===== src/sv/cbth_pkg.sv =====
`timescale 1ns / 1ps
// ----------------------------------------------------------------------------
// cbth_pkg
// Shared types and constants of the chained block token hash unit.
// ----------------------------------------------------------------------------
package cbth_pkg;

   localparam int unsigned WORD_W  = 64;
   localparam int unsigned HALF_W  = 32;
   localparam int unsigned BSIZE_W = 13;
   localparam int unsigned COUNT_W = 12;
   localparam int unsigned BLOCK_W = 16;
   localparam int unsigned ADDR_W  = 4;
   localparam int unsigned OP_W    = 3;
   localparam int unsigned PHASE_W = 2;

   localparam logic [BSIZE_W-1:0] BSIZE_RESET = 13'd16;
   localparam logic [BSIZE_W-1:0] BSIZE_MAX   = 13'd4096;

   localparam logic [ADDR_W-1:0] REG_SALT  = 4'h0;
   localparam logic [ADDR_W-1:0] REG_BSIZE = 4'h8;

   typedef enum logic [OP_W-1:0] {
      OP_TOKEN  = 3'd0,
      OP_FOLD_1 = 3'd1,
      OP_FOLD_2 = 3'd2,
      OP_FIN_1  = 3'd3,
      OP_FIN_2  = 3'd4
   } mul_op_type;

   typedef enum logic [PHASE_W-1:0] {
      PH_LO_LO = 2'd0,
      PH_HI_LO = 2'd1,
      PH_LO_HI = 2'd2
   } mul_phase_type;

   typedef enum logic [1:0] {
      ST_IDLE = 2'b01,
      ST_MUL  = 2'b10
   } state_type;

   function automatic logic [WORD_W-1:0] mul_const(input mul_op_type op);
      logic [WORD_W-1:0] c;
      unique case (op)
         OP_TOKEN:  c = 64'h9e3779b97f4a7c15;
         OP_FOLD_1: c = 64'hbf58476d1ce4e5b9;
         OP_FOLD_2: c = 64'h94d049bb133111eb;
         OP_FIN_1:  c = 64'hff51afd7ed558ccd;
         OP_FIN_2:  c = 64'hc4ceb9fe1a85ec53;
         default:   c = '0;
      endcase
      return c;
   endfunction

endpackage


===== src/sv/chained_block_token_hash_unit.sv =====
`timescale 1ns / 1ps
// ----------------------------------------------------------------------------
// chained_block_token_hash_unit
// Folds 64-bit tokens into a chained per-block hash and finalizes each full
// block with the salt, using one shared 32x32 multiplier under a sequencer.
// ----------------------------------------------------------------------------
// Channel  Dir  Handshake          Payload
// req      in   req_valid/ready    token, restart, resume_block, resume_hash
// rsp      out  rsp_valid/ready    chain_hash, block_number
// csr      in   APB, pready high   salt @0x0, block length @0x8 (64-bit data)
//
// Every 64-bit product is three 32x32 partial products through the single
// multiplier, three products per fold and two more per block finalization.
// req_ready is low while a token is in the multiplier sequence.
// A finished hash waits in the output register; a following block end holds
// until that register is taken. Reset is synchronous; it resets control state,
// accumulator, salt and block length, not operand, product or output data.
// ----------------------------------------------------------------------------
module chained_block_token_hash_unit
   import cbth_pkg::*;
(
   input  logic                clock,
   input  logic                reset,

   input  logic                req_valid,
   output logic                req_ready,
   input  logic [WORD_W-1:0]   req_token,
   input  logic                req_restart,
   input  logic [BLOCK_W-1:0]  req_resume_block,
   input  logic [WORD_W-1:0]   req_resume_hash,

   output logic                rsp_valid,
   input  logic                rsp_ready,
   output logic [WORD_W-1:0]   rsp_chain_hash,
   output logic [BLOCK_W-1:0]  rsp_block_number,

   input  logic                csr_psel,
   input  logic                csr_penable,
   input  logic                csr_pwrite,
   input  logic [ADDR_W-1:0]   csr_paddr,
   input  logic [WORD_W-1:0]   csr_pwdata,
   output logic [WORD_W-1:0]   csr_prdata,
   output logic                csr_pready
);

   state_type            state_ff, state_in;
   mul_op_type           op_ff, op_in;
   mul_phase_type        phase_ff, phase_in;
   logic [WORD_W-1:0]    opa_ff, opa_in;
   logic [WORD_W-1:0]    prod_ff, prod_in;
   logic [WORD_W-1:0]    acc_ff, acc_in;
   logic [COUNT_W-1:0]   count_ff, count_in;
   logic [BLOCK_W-1:0]   block_ff, block_in;
   logic [WORD_W-1:0]    salt_ff;
   logic [BSIZE_W-1:0]   bsize_ff;
   logic                 rsp_valid_ff, rsp_valid_in;
   logic [WORD_W-1:0]    rsp_hash_ff, rsp_hash_in;
   logic [BLOCK_W-1:0]   rsp_block_ff, rsp_block_in;

   logic                 req_xfer;
   logic                 csr_wr;
   logic                 out_free;
   logic [WORD_W-1:0]    b_const;
   logic [HALF_W-1:0]    mul_a, mul_b;
   logic [WORD_W-1:0]    mul_p;
   logic [WORD_W-1:0]    mres;
   logic [WORD_W-1:0]    z, folded, fin_x;
   logic [BSIZE_W-1:0]   eff_size;
   logic [BSIZE_W-1:0]   count_inc;
   logic                 block_done;

   assign req_ready  = (state_ff == ST_IDLE);
   assign req_xfer   = req_valid && req_ready;
   assign csr_pready = 1'b1;
   assign csr_wr     = csr_psel && csr_penable && csr_pwrite && csr_pready;
   assign csr_prdata = csr_paddr[3] ? {{(WORD_W-BSIZE_W){1'b0}}, bsize_ff} : salt_ff;

   assign rsp_valid        = rsp_valid_ff;
   assign rsp_chain_hash   = rsp_hash_ff;
   assign rsp_block_number = rsp_block_ff;
   assign out_free         = !rsp_valid_ff || rsp_ready;

   assign b_const = mul_const(op_ff);

   always_comb begin
      unique case (phase_ff)
         PH_LO_LO: begin
            mul_a = opa_ff[HALF_W-1:0];
            mul_b = b_const[HALF_W-1:0];
         end
         PH_HI_LO: begin
            mul_a = opa_ff[WORD_W-1:HALF_W];
            mul_b = b_const[HALF_W-1:0];
         end
         PH_LO_HI: begin
            mul_a = opa_ff[HALF_W-1:0];
            mul_b = b_const[WORD_W-1:HALF_W];
         end
         default: begin
            mul_a = '0;
            mul_b = '0;
         end
      endcase
   end

   assign mul_p = {{HALF_W{1'b0}}, mul_a} * {{HALF_W{1'b0}}, mul_b};
   assign mres  = prod_ff + {mul_p[HALF_W-1:0], {HALF_W{1'b0}}};

   assign z      = acc_ff ^ mres;
   assign folded = mres ^ (mres >> 31);
   assign fin_x  = folded ^ salt_ff;

   always_comb begin
      if (bsize_ff == '0) begin
         eff_size = {{(BSIZE_W-1){1'b0}}, 1'b1};
      end else if (bsize_ff > BSIZE_MAX) begin
         eff_size = BSIZE_MAX;
      end else begin
         eff_size = bsize_ff;
      end
   end

   assign count_inc  = {1'b0, count_ff} + {{(BSIZE_W-1){1'b0}}, 1'b1};
   assign block_done = (count_inc >= eff_size);

   always_comb begin
      state_in     = state_ff;
      op_in        = op_ff;
      phase_in     = phase_ff;
      opa_in       = opa_ff;
      prod_in      = prod_ff;
      acc_in       = acc_ff;
      count_in     = count_ff;
      block_in     = block_ff;
      rsp_valid_in = rsp_valid_ff && !rsp_ready;
      rsp_hash_in  = rsp_hash_ff;
      rsp_block_in = rsp_block_ff;

      unique case (state_ff)
         ST_IDLE: begin
            if (req_xfer) begin
               state_in = ST_MUL;
               op_in    = OP_TOKEN;
               phase_in = PH_LO_LO;
               opa_in   = req_token;
               if (req_restart) begin
                  acc_in   = (req_resume_block == '0) ? salt_ff : req_resume_hash;
                  block_in = req_resume_block;
                  count_in = '0;
               end
            end
         end
         ST_MUL: begin
            unique case (phase_ff)
               PH_LO_LO: begin
                  prod_in  = mul_p;
                  phase_in = PH_HI_LO;
               end
               PH_HI_LO: begin
                  prod_in  = mres;
                  phase_in = PH_LO_HI;
               end
               PH_LO_HI: begin
                  phase_in = PH_LO_LO;
                  unique case (op_ff)
                     OP_TOKEN: begin
                        opa_in = z ^ (z >> 30);
                        op_in  = OP_FOLD_1;
                     end
                     OP_FOLD_1: begin
                        opa_in = mres ^ (mres >> 27);
                        op_in  = OP_FOLD_2;
                     end
                     OP_FOLD_2: begin
                        acc_in = folded;
                        if (block_done) begin
                           opa_in = fin_x ^ (fin_x >> 33);
                           op_in  = OP_FIN_1;
                        end else begin
                           count_in = count_inc[COUNT_W-1:0];
                           state_in = ST_IDLE;
                        end
                     end
                     OP_FIN_1: begin
                        opa_in = mres ^ (mres >> 33);
                        op_in  = OP_FIN_2;
                     end
                     OP_FIN_2: begin
                        if (out_free) begin
                           acc_in       = mres ^ (mres >> 33);
                           rsp_valid_in = 1'b1;
                           rsp_hash_in  = mres ^ (mres >> 33);
                           rsp_block_in = block_ff;
                           count_in     = '0;
                           block_in     = block_ff + {{(BLOCK_W-1){1'b0}}, 1'b1};
                           state_in     = ST_IDLE;
                        end else begin
                           phase_in = PH_LO_HI;
                        end
                     end
                     default: begin
                        state_in = ST_IDLE;
                     end
                  endcase
               end
               default: begin
                  phase_in = PH_LO_LO;
               end
            endcase
         end
         default: begin
            state_in = ST_IDLE;
         end
      endcase
   end

   always_ff @(posedge clock) begin
      if (reset) begin
         state_ff     <= ST_IDLE;
         op_ff        <= OP_TOKEN;
         phase_ff     <= PH_LO_LO;
         acc_ff       <= '0;
         count_ff     <= '0;
         block_ff     <= '0;
         salt_ff      <= '0;
         bsize_ff     <= BSIZE_RESET;
         rsp_valid_ff <= 1'b0;
      end else begin
         state_ff     <= state_in;
         op_ff        <= op_in;
         phase_ff     <= phase_in;
         acc_ff       <= acc_in;
         count_ff     <= count_in;
         block_ff     <= block_in;
         rsp_valid_ff <= rsp_valid_in;
         if (csr_wr) begin
            if (csr_paddr[3]) begin
               bsize_ff <= csr_pwdata[BSIZE_W-1:0];
            end else begin
               salt_ff <= csr_pwdata;
            end
         end
      end
   end

   always_ff @(posedge clock) begin
      opa_ff       <= opa_in;
      prod_ff      <= prod_in;
      rsp_hash_ff  <= rsp_hash_in;
      rsp_block_ff <= rsp_block_in;
   end

   a_busy_not_ready: assert property (@(posedge clock) disable iff (reset)
      (state_ff == ST_MUL) |-> !req_ready)
      else $error("req_ready high during multiplier sequence");

   a_xfer_starts: assert property (@(posedge clock) disable iff (reset)
      req_xfer |=> (state_ff == ST_MUL && op_ff == OP_TOKEN && phase_ff == PH_LO_LO))
      else $error("token transfer did not start the fold sequence");

   a_phase_legal: assert property (@(posedge clock) disable iff (reset)
      (phase_ff == PH_LO_LO || phase_ff == PH_HI_LO || phase_ff == PH_LO_HI))
      else $error("illegal multiplier phase");

   a_no_overwrite: assert property (@(posedge clock) disable iff (reset)
      (rsp_valid_ff && !rsp_ready) |=> (rsp_valid_ff && $stable(rsp_hash_ff)
                                       && $stable(rsp_block_ff)))
      else $error("pending result overwritten");

   a_block_advance: assert property (@(posedge clock) disable iff (reset)
      (state_ff == ST_MUL && op_ff == OP_FIN_2 && phase_ff == PH_LO_HI && out_free)
      |=> (block_ff == $past(block_ff) + {{(BLOCK_W-1){1'b0}}, 1'b1}
           && rsp_block_ff == $past(block_ff)))
      else $error("block index did not advance on block end");

endmodule

===== config.mk =====
export PLATFORM = sky130hd
export DESIGN_NAME = chained_block_token_hash_unit
export DESIGN_NICKNAME = d
export VERILOG_FILES = /design/src/sv/cbth_pkg.sv /design/src/sv/chained_block_token_hash_unit.sv
export SDC_FILE = /design/constraint.sdc
export NUM_CORES = 2
export LEC_CHECK = 0
export BUFFER_PORTS_ARGS = -buffer_cell sky130_fd_sc_hd__buf_4
export CORE_UTILIZATION = 35
export CTS_CLUSTER_DIAMETER = 80
export DETAILED_ROUTE_END_ITERATION = 10
export GPL_TIMING_DRIVEN = 1
export PLACE_DENSITY = 0.58
export SKIP_LAST_GASP = 1
export SLEW_MARGIN = 15
export SYNTH_ARGS = -nofsm -noshare
export SYNTH_HDL_FRONTEND = slang
export SYNTH_SLANG_ARGS = --single-unit

===== constraint.sdc =====
create_clock -name clock -period 10.6 [get_ports clock]
set_clock_uncertainty 0.1 [all_clocks]
set_input_delay 1.06 -clock clock [delete_from_list [all_inputs] [get_ports clock]]
set_output_delay 1.06 -clock clock [all_outputs]
set_load 0.05 [all_outputs]

==> impl_metrics.csv <==
group,metric,value,unit
status,outcome,"complete, no violations",
floorplan,initial_core_util,35.43,%
logic_synthesis,synth_xor_xnor_area_share,6.087,%
logic_synthesis,synth_seq_cells,385,
final_layout,drive_gt1_share,17.28,%
logic_synthesis,synth-warning-count,0,
route,detail_route.vias_per_cell,5.354,
setup_path,slowest_stage,"fa_2",
final_layout,final_cell_mix,"1020 x nand2_1, 898 x buf_4, 887 x fa_1",
sta,rsz0062_at_grt,"yes",
clocking,cts.sinks,385,
logic_synthesis,synthSimpleGateAreaFrac,14.66,%
placement,place_hpwl,181100,um
final_layout,fin_nets,8310,
setup_path,reg2reg_depth,38,
placement,place_congestion,1.005,
job,cap_violations,0,
min_path,min_to,"rsp_block_number[15]$_DFFE_PP_",
final_layout,final_area,0.06618,sq mm
logic_synthesis,synth_compound_area_share,11.50,%
clocking,cts-root-buf,"clkbuf_16",
placement,dp_slack,-195.3,ps
sta,finalHoldViolCount,0,
sta,fmax,96.75,MHz
logic_synthesis,syn_area_per_cell,8.774,sq um
sta,period_minus_slack,10340,ps
floorplan,die_y,400.6,um
logic_synthesis,synth.cell_area,0.05560,sq mm
sta,period_share,97.50,%
logic_synthesis,yosysSeqAreaShare,17.61,%
logic_synthesis,synth_cell_type_count,92,
setup_path,start_kind,"flop",
floorplan,core.rowCount,145,
clocking,clk_path_buf_depth,3,
floorplan,ios,367,
floorplan,die_w,400.6,um
min_path,hold_path.class,"reg -> reg",
route,drt_iter0_markers,4687,
setup_path,cp_data_required_time,11000,ps
logic_synthesis,synth_fa_ha_area_share,39.27,%
setup_path,worst_path_largest_cell_delay,620,ps
logic_synthesis,async_flop_share,0,%
setup_path,worstReg2RegStart,"op_ff[0]$_SDFFE_PP0P_",
grt,grt_pass1_vias,48611,
floorplan,dieArea,0.1604,sq mm
route,wl_per_cell,24.47,um
logic_synthesis,synth_top_family_by_area,"adder cells",
logic_synthesis,synthFlopType,"edfxtp_1",
setup_path,path_common_cell,"fa_1",
grt,track_usage,27.23,%
floorplan,core_area,0.1569,sq mm
route,ant_nets,0,
route,vias,48102,
grt,grt_max_degree,91,
logic_synthesis,synth_top_area_share,32.30,%
route,drt_pass1_iterations,5,
sta,worstMarginPinSlew,1109,ps
sta,setup_viol,0,
clocking,clkLatencyLatePin,670,ps
min_path,worstHoldPathCells,0,
setup_path,critPathMaxFanout,7,
placement,placed_area,0.06393,sq mm
logic_synthesis,synth-edff-count,208,
logic_synthesis,post-synth-top-area-cell,"fa_1",
logic_synthesis,synthTopCellsByArea,"fa_1 32%, edfxtp_1 11%, ha_1 7.0%",
setup_path,crit_path_end_kind,"flop",
grt,antenna_found_initial,9,
clocking,path_clk_slew,50,ps
route,route.detailed.drc,0,
final_layout,area_growth,19.03,%
setup_path,arrival,10730,ps
grt,grt_first_pass_wirelength,326300,um
grt,overflow,0,
sta,finalMaxSlewViolations,0,
final_layout,mostFrequentLayoutCell,"nand2_1",
placement,io_buffers,362,
setup_path,r2r_slack,260,ps
logic_synthesis,syn-num-nets,7764,
logic_synthesis,synth_mux_area_share,1.940,%
clocking,cts.htree.levels,2,
clocking,numCtsBuffers,49,
setup_path,critPathKind,"reg -> reg",
clocking,cts_tree,"done",
logic_synthesis,netlist_instances,6337,
sta,fin_ws,264.5,ps
setup_path,rr_endpoint,"opa_ff[33]$_DFFE_PP_",
min_path,hp-start,"block_ff[15]$_SDFFE_PP0P_",
route,wirelength,219900,um
sta,maxSlewHeadroom,25.29,%
-- what timing repair did --
| action | in CTS | in global routing |
|---|---|---|
| endpoints found under the setup margin | 17 | 44 |
| gates resized for setup | 11 | 98 |
| pin swaps | 1 | 13 |
| buffers inserted | 1 | 8 |
| hold buffers | 0 | 0 |
-- layer usage --
layer,up-vias,track usage (%),routed length (um)
li1,21225,-,-
met1,24366,37.12,91890
met2,2170,43.28,100200
met3,339,4.997,19490
met4,2,9.312,8258
met5,-,0,11
-- final cells by class --
class / instances / area [sq um]
Clock inverter: 25 / 291.5
Multi-Input combinational cell: 4638 / 41550
Antenna cell: 4 / 10.01
Fill cell: 15611 / 90760
Timing Repair Buffer: 930 / 7281
Sequential cell: 385 / 9794
Inverter: 879 / 3301
Clock buffer: 66 / 1373
Tap cell: 2058 / 2575
-- metrics by stage --
stage                     hold slack (ps)  setup TNS [ps]  utilization, %  instances
after floorplan                     306.4               0               -       6337
after global placement              344.3           -1810           40.74       8881
after detailed placement            348.6          -547.5           40.74       8881
after CTS                           363.3               0           41.83       8973
after global routing                378.0          -136.2           42.16       8982
final                               364.4               0           42.17       8985
-- Yosys cell counts (all sizes together) (6+ instances only) --
cell type / count
a211oi: 34
o21a: 12
o221ai: 13
o31ai: 8
nor3: 33
mux2: 14
xnor2: 257
o21bai: 17
o221a: 15
a21o: 53
nand2b: 25
edfxtp: 208
or2: 6
a21oi: 332
inv: 879
nand4: 22
and3: 30
or3: 8
a22oi: 65
o41ai: 7
fa: 897
o31a: 6
clkbuf: 389
mux2i: 92
a221oi: 23
nand3: 56
ha: 310
a221o: 15
buf: 46
a21boi: 6
nand3b: 18
and2: 62
dfxtp: 177
o211ai: 46
xor2: 123
o22ai: 42
a22o: 32
a31o: 8
nor2: 586
nor4: 9
a31oi: 19
o21ai: 196
nand2: 1024
a41oi: 6
nor2b: 73
-- how the worst max path moves through the flow --
| stage | startpoint | to | slack, ps | depth (start not counted) |
|---|---|---|---|---|
| finish | op_ff[0]$_SDFFE_PP0P_ | opa_ff[33]$_DFFE_PP_ | 260 | 38 |
| global route | op_ff[0]$_SDFFE_PP0P_ | opa_ff[33]$_DFFE_PP_ | -60 | 39 |
| CTS | op_ff[2]$_SDFFE_PP0P_ | opa_ff[29]$_DFFE_PP_ | 30 | 39 |
| detailed placement | phase_ff[1]$_SDFFE_PP0P_ | opa_ff[27]$_DFFE_PP_ | -200 | 38 |
| global placement | op_ff[0]$_SDFFE_PP0P_ | opa_ff[33]$_DFFE_PP_ | -300 | 41 |
| floorplan | op_ff[0]$_SDFFE_PP0P_ | opa_ff[33]$_DFFE_PP_ | 300 | 42 |
-- kinds of logic (layout without fill, tap and decap cells) --
kind of cell | count (synthesis) | count (layout)
adders and majority gates | 1207 | 1207
AOI/OAI and AO/OA | 984 | 984
buffers and inverters | 1314 | 1900
xor gates and xnor gates | 381 | 381
muxes | 106 | 106
DFF | 385 | 385
other | 1 | 5
and+or+nand+nor | 1959 | 1959
-- state kept, by name (all words and copies together), names as in the netlist --
register,flops
phase_ff,2
acc_ff,64
count_ff,12
state_ff,2
rsp_chain_hash,64
salt_ff,64
rsp_block_number,16
rsp_valid,1
op_ff,3
opa_ff,64
bsize_ff,13
prod_ff,64
block_ff,16
-- critical path, delay by kind of cell, from the launching register on --
family | cells | cell delay [ps]
AO/OA/AOI/OAI | 15 | 3070
buffers and inverters | 8 | 1170
AND/OR/NAND/NOR | 3 | 330
adder cells (fa/ha/maj) | 10 | 4780
XOR/XNOR | 2 | 360
flip-flops | 1 | 320
Power is not shown: default switching activity piles up to over one toggle a cycle in this logic, so the estimate is an artifact.
